--- src/assert_macros.svh ---
// assertion macros shared by the rtl files
`ifndef ASSERT_MACROS_SVH
`define ASSERT_MACROS_SVH

`ifndef NO_ASSERTIONS

`define ASSERT_SAME(label, ante, cons) \
    label: assert property (@(posedge clk) disable iff (!rst_n) (ante) |-> (cons)) \
        else $error("same-cycle check failed");

`define ASSERT_NEXT(label, ante, cons) \
    label: assert property (@(posedge clk) disable iff (!rst_n) (ante) |=> (cons)) \
        else $error("next-cycle check failed");

`else

`define ASSERT_SAME(label, ante, cons)

`define ASSERT_NEXT(label, ante, cons)

`endif

`endif

--- src/shabs_pkg.sv ---
// shared types and constants of the sha-256 byte stream hasher
package shabs_pkg;

    typedef struct packed
    {
        logic [7:0] data_byte;
        logic       byte_present;
        logic       end_of_message;
    } msg_item_t;

    typedef struct packed
    {
        logic [31:0] digest_word0;
        logic [31:0] digest_word1;
        logic [31:0] digest_word2;
        logic [31:0] digest_word3;
        logic [31:0] digest_word4;
        logic [31:0] digest_word5;
        logic [31:0] digest_word6;
        logic [31:0] digest_word7;
    } digest_item_t;

    typedef logic [7:0][31:0] hash_words_t;

    typedef struct packed
    {
        logic       push;
        logic [7:0] data;
        logic       init;
    } core_cmd_t;

    typedef struct packed
    {
        logic        busy;
        logic [5:0]  fill;
        hash_words_t hash;
    } core_stat_t;

    localparam logic [31:0] HASH_IV [8] = '{
        32'h6a09e667, 32'hbb67ae85, 32'h3c6ef372, 32'ha54ff53a,
        32'h510e527f, 32'h9b05688c, 32'h1f83d9ab, 32'h5be0cd19
    };

    localparam logic [31:0] ROUND_K [64] = '{
        32'h428a2f98, 32'h71374491, 32'hb5c0fbcf, 32'he9b5dba5,
        32'h3956c25b, 32'h59f111f1, 32'h923f82a4, 32'hab1c5ed5,
        32'hd807aa98, 32'h12835b01, 32'h243185be, 32'h550c7dc3,
        32'h72be5d74, 32'h80deb1fe, 32'h9bdc06a7, 32'hc19bf174,
        32'he49b69c1, 32'hefbe4786, 32'h0fc19dc6, 32'h240ca1cc,
        32'h2de92c6f, 32'h4a7484aa, 32'h5cb0a9dc, 32'h76f988da,
        32'h983e5152, 32'ha831c66d, 32'hb00327c8, 32'hbf597fc7,
        32'hc6e00bf3, 32'hd5a79147, 32'h06ca6351, 32'h14292967,
        32'h27b70a85, 32'h2e1b2138, 32'h4d2c6dfc, 32'h53380d13,
        32'h650a7354, 32'h766a0abb, 32'h81c2c92e, 32'h92722c85,
        32'ha2bfe8a1, 32'ha81a664b, 32'hc24b8b70, 32'hc76c51a3,
        32'hd192e819, 32'hd6990624, 32'hf40e3585, 32'h106aa070,
        32'h19a4c116, 32'h1e376c08, 32'h2748774c, 32'h34b0bcb5,
        32'h391c0cb3, 32'h4ed8aa4a, 32'h5b9cca4f, 32'h682e6ff3,
        32'h748f82ee, 32'h78a5636f, 32'h84c87814, 32'h8cc70208,
        32'h90befffa, 32'ha4506ceb, 32'hbef9a3f7, 32'hc67178f2
    };

    localparam logic [5:0] PAD_LEN_START = 6'd56;

    localparam logic [7:0] PAD_MARK = 8'h80;

endpackage

--- src/shabs_core.sv ---
// block buffer, rolling message schedule and one-round-per-cycle compression unit
module shabs_core
    import shabs_pkg::*;
(
    input  logic       clk,
    input  logic       rst_n,
    input  core_cmd_t  cmd,
    output core_stat_t stat
);

    typedef enum logic [2:0]
    {
        CS_LOAD  = 3'b001,
        CS_ROUND = 3'b010,
        CS_FINAL = 3'b100
    } core_state_t;

    core_state_t state_reg, state_next;
    logic [5:0]   fill_reg, fill_next;
    logic [5:0]   round_reg, round_next;
    logic [511:0] blk_reg, blk_next;
    hash_words_t  hash_reg, hash_next;
    hash_words_t  v_reg, v_next;

    logic [31:0] w_cur, w_new, t1, t2;

    function automatic logic [31:0] rotr(input logic [31:0] x, input int unsigned n);
        return (x >> n) | (x << (32 - n));
    endfunction

    // schedule window: top word is w[t], word k below it is w[t+k]
    always_comb
    begin
        logic [31:0] w1, w9, w14, sg0, sg1;
        w_cur = blk_reg[511:480];
        w1    = blk_reg[479:448];
        w9    = blk_reg[223:192];
        w14   = blk_reg[63:32];
        sg0   = rotr(w1, 7) ^ rotr(w1, 18) ^ (w1 >> 3);
        sg1   = rotr(w14, 17) ^ rotr(w14, 19) ^ (w14 >> 10);
        w_new = w_cur + sg0 + w9 + sg1;
    end

    always_comb
    begin
        logic [31:0] bs0, bs1, ch, maj;
        bs1 = rotr(v_reg[4], 6) ^ rotr(v_reg[4], 11) ^ rotr(v_reg[4], 25);
        ch  = (v_reg[4] & v_reg[5]) ^ (~v_reg[4] & v_reg[6]);
        bs0 = rotr(v_reg[0], 2) ^ rotr(v_reg[0], 13) ^ rotr(v_reg[0], 22);
        maj = (v_reg[0] & v_reg[1]) ^ (v_reg[0] & v_reg[2]) ^ (v_reg[1] & v_reg[2]);
        t1  = v_reg[7] + bs1 + ch + ROUND_K[round_reg] + w_cur;
        t2  = bs0 + maj;
    end

    always_comb
    begin
        state_next = state_reg;
        fill_next  = fill_reg;
        round_next = round_reg;
        blk_next   = blk_reg;
        hash_next  = hash_reg;
        v_next     = v_reg;
        unique case (state_reg)
            CS_LOAD:
            begin
                if (cmd.init)
                begin
                    for (int i = 0; i < 8; i++)
                    begin
                        hash_next[i] = HASH_IV[i];
                    end
                    fill_next = '0;
                end
                else if (cmd.push)
                begin
                    blk_next  = {blk_reg[503:0], cmd.data};
                    fill_next = fill_reg + 6'd1;
                    if (fill_reg == 6'd63)
                    begin
                        v_next     = hash_reg;
                        round_next = '0;
                        state_next = CS_ROUND;
                    end
                end
            end
            CS_ROUND:
            begin
                blk_next = {blk_reg[479:0], w_new};
                v_next   = {v_reg[6:4], v_reg[3] + t1, v_reg[2:0], t1 + t2};
                round_next = round_reg + 6'd1;
                if (round_reg == 6'd63)
                begin
                    state_next = CS_FINAL;
                end
            end
            CS_FINAL:
            begin
                for (int i = 0; i < 8; i++)
                begin
                    hash_next[i] = hash_reg[i] + v_reg[i];
                end
                state_next = CS_LOAD;
            end
            default:
            begin
                state_next = CS_LOAD;
            end
        endcase
    end

    always_ff @(posedge clk or negedge rst_n)
    begin
        if (!rst_n)
        begin
            state_reg <= CS_LOAD;
            fill_reg  <= '0;
            round_reg <= '0;
            for (int i = 0; i < 8; i++)
            begin
                hash_reg[i] <= HASH_IV[i];
            end
        end
        else
        begin
            state_reg <= state_next;
            fill_reg  <= fill_next;
            round_reg <= round_next;
            hash_reg  <= hash_next;
        end
    end

    always_ff @(posedge clk)
    begin
        blk_reg <= blk_next;
        v_reg   <= v_next;
    end

    assign stat.busy = (state_reg != CS_LOAD);
    assign stat.fill = fill_reg;
    assign stat.hash = hash_reg;

`include "assert_macros.svh"

    `ASSERT_SAME(a_push_when_loading, cmd.push || cmd.init, state_reg == CS_LOAD)
    `ASSERT_NEXT(a_last_round_final, (state_reg == CS_ROUND) && (round_reg == 6'd63), state_reg == CS_FINAL)
    `ASSERT_NEXT(a_final_fill_clear, state_reg == CS_FINAL, (state_reg == CS_LOAD) && (fill_reg == 6'd0))

endmodule

--- src/sha256_byte_stream_hasher.sv ---
// top level: byte intake, padding sequencer, length field and digest register
//
//  channel   beat                      handshake
//  msg       data_byte + flags         msg_valid / msg_ready
//  digest    eight 32-bit hash words   digest_valid / digest_ready
//
// one byte beat a cycle while msg_ready is high; the 64th byte of a block holds
// msg_ready low for the 64 rounds on the shared round unit plus the hash update
// an end beat runs the padding, pad bytes pushed while the core is not busy, through
// one or two compressions, then loads the digest register
// a waiting digest does not hold back the next message's bytes
// reset loads the initial hash values and clears fill and byte count
module sha256_byte_stream_hasher
    import shabs_pkg::*;
(
    input  logic         clk,
    input  logic         rst_n,
    input  logic         msg_valid,
    output logic         msg_ready,
    input  msg_item_t    msg,
    output logic         digest_valid,
    input  logic         digest_ready,
    output digest_item_t digest
);

    typedef enum logic [4:0]
    {
        ST_IDLE  = 5'b00001,
        ST_MARK  = 5'b00010,
        ST_ZERO  = 5'b00100,
        ST_LEN   = 5'b01000,
        ST_WAIT  = 5'b10000
    } seq_state_t;

    seq_state_t   state_reg, state_next;
    logic [60:0]  count_reg, count_next;
    logic [2:0]   len_idx_reg, len_idx_next;
    logic         digest_valid_reg, digest_valid_next;
    digest_item_t digest_reg, digest_next;

    core_cmd_t  cmd;
    core_stat_t stat;
    logic [63:0] bit_len;
    logic        accept;

    shabs_core u_core
    (
        .clk   (clk),
        .rst_n (rst_n),
        .cmd   (cmd),
        .stat  (stat)
    );

    assign bit_len   = {count_reg, 3'b000};
    assign msg_ready = (state_reg == ST_IDLE) && !stat.busy;
    assign accept    = msg_valid && msg_ready;

    always_comb
    begin
        state_next        = state_reg;
        count_next        = count_reg;
        len_idx_next      = len_idx_reg;
        digest_valid_next = digest_valid_reg;
        digest_next       = digest_reg;
        cmd.push          = 1'b0;
        cmd.data          = msg.data_byte;
        cmd.init          = 1'b0;

        if (digest_valid_reg && digest_ready)
        begin
            digest_valid_next = 1'b0;
        end

        unique case (state_reg)
            ST_IDLE:
            begin
                if (accept)
                begin
                    if (msg.byte_present)
                    begin
                        cmd.push   = 1'b1;
                        count_next = count_reg + 61'd1;
                    end
                    if (msg.end_of_message)
                    begin
                        state_next = ST_MARK;
                    end
                end
            end
            ST_MARK:
            begin
                if (!stat.busy)
                begin
                    cmd.push   = 1'b1;
                    cmd.data   = PAD_MARK;
                    state_next = ST_ZERO;
                end
            end
            ST_ZERO:
            begin
                if (!stat.busy)
                begin
                    if (stat.fill == PAD_LEN_START)
                    begin
                        len_idx_next = '0;
                        state_next   = ST_LEN;
                    end
                    else
                    begin
                        cmd.push = 1'b1;
                        cmd.data = '0;
                    end
                end
            end
            ST_LEN:
            begin
                // big-endian bit length, most significant byte first
                cmd.push     = 1'b1;
                cmd.data     = bit_len[{~len_idx_reg, 3'b000} +: 8];
                len_idx_next = len_idx_reg + 3'd1;
                if (len_idx_reg == 3'd7)
                begin
                    state_next = ST_WAIT;
                end
            end
            ST_WAIT:
            begin
                if (!stat.busy && (!digest_valid_reg || digest_ready))
                begin
                    digest_next.digest_word0 = stat.hash[0];
                    digest_next.digest_word1 = stat.hash[1];
                    digest_next.digest_word2 = stat.hash[2];
                    digest_next.digest_word3 = stat.hash[3];
                    digest_next.digest_word4 = stat.hash[4];
                    digest_next.digest_word5 = stat.hash[5];
                    digest_next.digest_word6 = stat.hash[6];
                    digest_next.digest_word7 = stat.hash[7];
                    digest_valid_next        = 1'b1;
                    cmd.init                 = 1'b1;
                    count_next               = '0;
                    state_next               = ST_IDLE;
                end
            end
            default:
            begin
                state_next = ST_IDLE;
            end
        endcase
    end

    always_ff @(posedge clk or negedge rst_n)
    begin
        if (!rst_n)
        begin
            state_reg        <= ST_IDLE;
            count_reg        <= '0;
            len_idx_reg      <= '0;
            digest_valid_reg <= 1'b0;
        end
        else
        begin
            state_reg        <= state_next;
            count_reg        <= count_next;
            len_idx_reg      <= len_idx_next;
            digest_valid_reg <= digest_valid_next;
        end
    end

    always_ff @(posedge clk)
    begin
        digest_reg <= digest_next;
    end

    assign digest_valid = digest_valid_reg;
    assign digest       = digest_reg;

`include "assert_macros.svh"

    `ASSERT_SAME(a_busy_blocks_intake, stat.busy, !msg_ready)
    `ASSERT_SAME(a_len_in_tail, state_reg == ST_LEN, stat.fill[5:3] == 3'b111)
    `ASSERT_SAME(a_digest_from_wait, $rose(digest_valid_reg), $past(state_reg == ST_WAIT))

endmodule
--- config.mk ---
export PLATFORM = sky130hd
export DESIGN_NAME = sha256_byte_stream_hasher
export DESIGN_NICKNAME = d
export VERILOG_FILES = /design/src/shabs_pkg.sv /design/src/shabs_core.sv /design/src/sha256_byte_stream_hasher.sv
export VERILOG_INCLUDE_DIRS = /design/src /design/src/src
export SDC_FILE = /design/constraint.sdc
export NUM_CORES = 2
export LEC_CHECK = 0
export ABC_AREA = 1
export ABC_CLOCK_PERIOD_IN_PS = 40700
export BUFFER_PORTS_ARGS = -buffer_cell sky130_fd_sc_hd__buf_4
export CELL_PAD_IN_SITES_DETAIL_PLACEMENT = 1
export CELL_PAD_IN_SITES_GLOBAL_PLACEMENT = 1
export CORE_ASPECT_RATIO = 0.7
export CORE_MARGIN = 2
export CORE_UTILIZATION = 43
export DETAILED_ROUTE_END_ITERATION = 8
export PLACE_DENSITY_LB_ADDON = 0.1
export SLEW_MARGIN = 20
export SYNTH_ARGS = -nofsm -noshare
export SYNTH_HDL_FRONTEND = slang
export SYNTH_SLANG_ARGS = --single-unit
--- constraint.sdc ---
create_clock -name clk -period 40.7 [get_ports clk]
set_input_delay 2.035 -clock clk [delete_from_list [all_inputs] [get_ports clk]]
set_output_delay 2.035 -clock clk [all_outputs]
set_load 0.01 [all_outputs]
==> flow_summary.toml <==
[timing]
finalHoldViolations = 0
setup_viol = 0
slew_viol_final = 0
slew-limit-headroom_pct = 20.3
fin_setup_tns_ns = 0
finalCritPeriodShare_pct = 23.4
fin_crit_ns = 9.51
rsz0062_at_grt = "false"
max_freq_ghz = 0.105
skew_ns = 0.0825
tightest_slew_ns = 1.20

[hold_path]
hp-start = "u_core.stat[4]"
hold_end = "digest[228]"
holdPathStages = 0
hp-class = "register to register"

[yosys]
yosysWarnings = 0
synth_area_leaders = "edfxtp_1, nand2_1, dfrtp_1"
synth_flop_cell = "edfxtp_1"
syn-num-nets = 11267
synth_edf_count = 1024
syn_area_per_cell_um2 = 8.26
synthCells = 10662
synth_seq_cells = 1365
ys_async_sr_fraction_pct = 25.0
yosysSeqAreaShare_pct = 44.8
synth_top_area_cell = "edfxtp_1"
synth_top_area_share_pct = 34.9
netlist_area_mm2 = 0.0881
synth_cell_types = 72

[finish]
syn_to_final_growth_pct = 10.7
nets = 11372
fill_cells = 24123
drive_gt1_share_pct = 7.08
largest_register_ffs = 512

[critical_path]
crit_path_end_kind = "register"
r2r-start = "u_core.round_reg[1]"
required_ns = 41.28
rrSetupSlack_ns = 31.19
crit_path_start_kind = "register"
worst_ep_arrival_time_ns = 10.08
path_class = "register to register"
crit_slowest_cell = "a31oi_1"
crit_top_cell = "nand2_1"
r2r_cells = 37
rr_endpoint = "u_core.v_reg[30]"
crit_fanout = 14
slowest_delay_ns = 0.69

[global_routing]
grt_pass1_vias = 78101
busiest_layer = "met1"
grt_pass1_wl_mm = 529
grt_max_degree = 237
gr-total-overflow = 0
antenna_found_initial = 20
use_met3_pct = 7.91
use_met1_pct = 51.8
grt_util_met2_pct = 49.3
grt_util_all_layers_pct = 34.3

[detailed_routing]
drcViolationCount = 0
drtPass1Iterations = 6
antenna_left = 0
vias_per_cell = 5.77
vias = 78573
drt_iter0_drc = 7999
routed_wl_mm = 363
wl_per_cell_um = 26.7

[placement]
numPortBuffers = 271
place.gp.congestion = 0.996
dpl.hpwl_mm = 280

[clock_network]
clockRootBuffer = "clkbuf_16"
cts_tree = "done"
clockBufferDepth = 4
post_cts_resized = 0
cts_sinks = 1365
cts_buffers = 155
clock_latency_ns = 0.86
postCtsSetupBuffers = 0
cts_hold_buffers = 0
ctsHtreeMaxLevel = 4
clk_pin_slew_ns = 0.07

[die]
die-width_um = 545
die_area_mm2 = 0.209
die_h_um = 383
rows = 138
core_mm2 = 0.203
io_pins = 272
start_util_pct = 43.4

[outcome]
status = "finished clean"

[run]
drv_cap = 0
-- cell usage after synthesis (all sizes together) (10+ instances only) --
cell / number
nand2: 3201
inv: 1244
edfxtp: 1024
o21ai: 861
nor2: 781
a21oi: 628
nand3: 464
ha: 396
xor2: 228
clkbuf: 204
dfrtp: 203
fa: 195
buf: 174
xnor2: 145
dfstp: 138
nor3: 132
nand4: 111
o22ai: 98
o21bai: 55
a21o: 53
o211ai: 41
a21boi: 38
o21a: 36
a31oi: 29
nand3b: 18
maj3: 17
mux2i: 17
o31ai: 17
nor4: 14
o32ai: 13
or2: 13
and3: 10
-- area by class of cell --
type	instances	area, um^2	share of cell area, %
multi-input cells	7670	42300	43.4
clock inverters	90	1060	1.09
clock buffers	185	4060	4.16
well taps	2730	3420	3.50
flip-flops and latches	1365	39500	40.4
inverters	1249	4720	4.84
diodes	7	17.5	0.0179
repair buffers	326	2500	2.57
-- stage by stage --
stage	utilization [%]	hold WS, ns	instances	area, um^2	setup slack, ns
5_1_grt	48.1	0.505	13615	97600	30.68
6_report	48.1	0.491	13622	97600	31.19
3_3_place_gp	45.6	0.461	13340	92400	31.52
3_5_place_dp	45.6	0.479	13340	92400	31.39
4_1_cts	48.1	0.492	13615	97600	31.36
2_1_floorplan	-	0.453	10662	88100	26.46
-- logic make-up after synthesis --
kind of cell	after synthesis	share of synthesized area [%]
muxes	18	0.206
xor gates and xnor gates	373	3.71
DFF	1365	44.8
buffers and inverters	1627	7.19
adders and majority gates	608	10.2
AOI/OAI and AO/OA	1913	12.0
and+or+nand+nor	4758	21.9
-- layout by cell type (no fill, tap or decap), types with 138 or more instances in the layout --
cell type	synthesis	final
clkbuf_16	0	156
nand3_1	457	457
inv_1	1234	1233
nor2_1	766	765
nand2_1	3192	3191
xor2_1	228	228
buf_4	9	319
edfxtp_1	1024	1024
ha_1	396	396
xnor2_1	145	145
dfrtp_1	203	202
dfstp_2	138	138
fa_1	195	195
a21oi_1	628	628
o21ai_0	832	831
-- critical path: cells and delay by family, from the launching register on --
family / cells / cell delay [ns]
AND/OR/NAND/NOR: 18 / 2.40
AO/OA/AOI/OAI: 6 / 1.60
buffers and inverters: 4 / 0.68
XOR/XNOR: 1 / 0.34
flip-flops: 1 / 0.64
adder cells (fa/ha/maj): 8 / 3.58
-- worst max path at each step --
stage / endpoint / start / cells past startpoint / slack [ns]
after CTS: u_core.v_reg[30] / u_core.round_reg[1] / 35 / 31.36
after global placement: u_core.v_reg[30] / u_core.round_reg[1] / 35 / 31.52
after detailed placement: u_core.v_reg[30] / u_core.round_reg[1] / 35 / 31.39
final: u_core.v_reg[30] / u_core.round_reg[1] / 37 / 31.19
after floorplan: u_core.blk_reg[0] / msg_valid / 4 / 26.46
after global routing: u_core.v_reg[30] / u_core.round_reg[1] / 35 / 30.68
-- routing by layer --
metal / wire length, um / up-vias
met5: 81 / -
met4: 8720 / 14
met3: 35400 / 435
met2: 151000 / 3092
met1: 168000 / 39497
li1: - / 35535
Power is not shown: default switching activity piles up to over one toggle a cycle in this logic, so the estimate is an artifact.
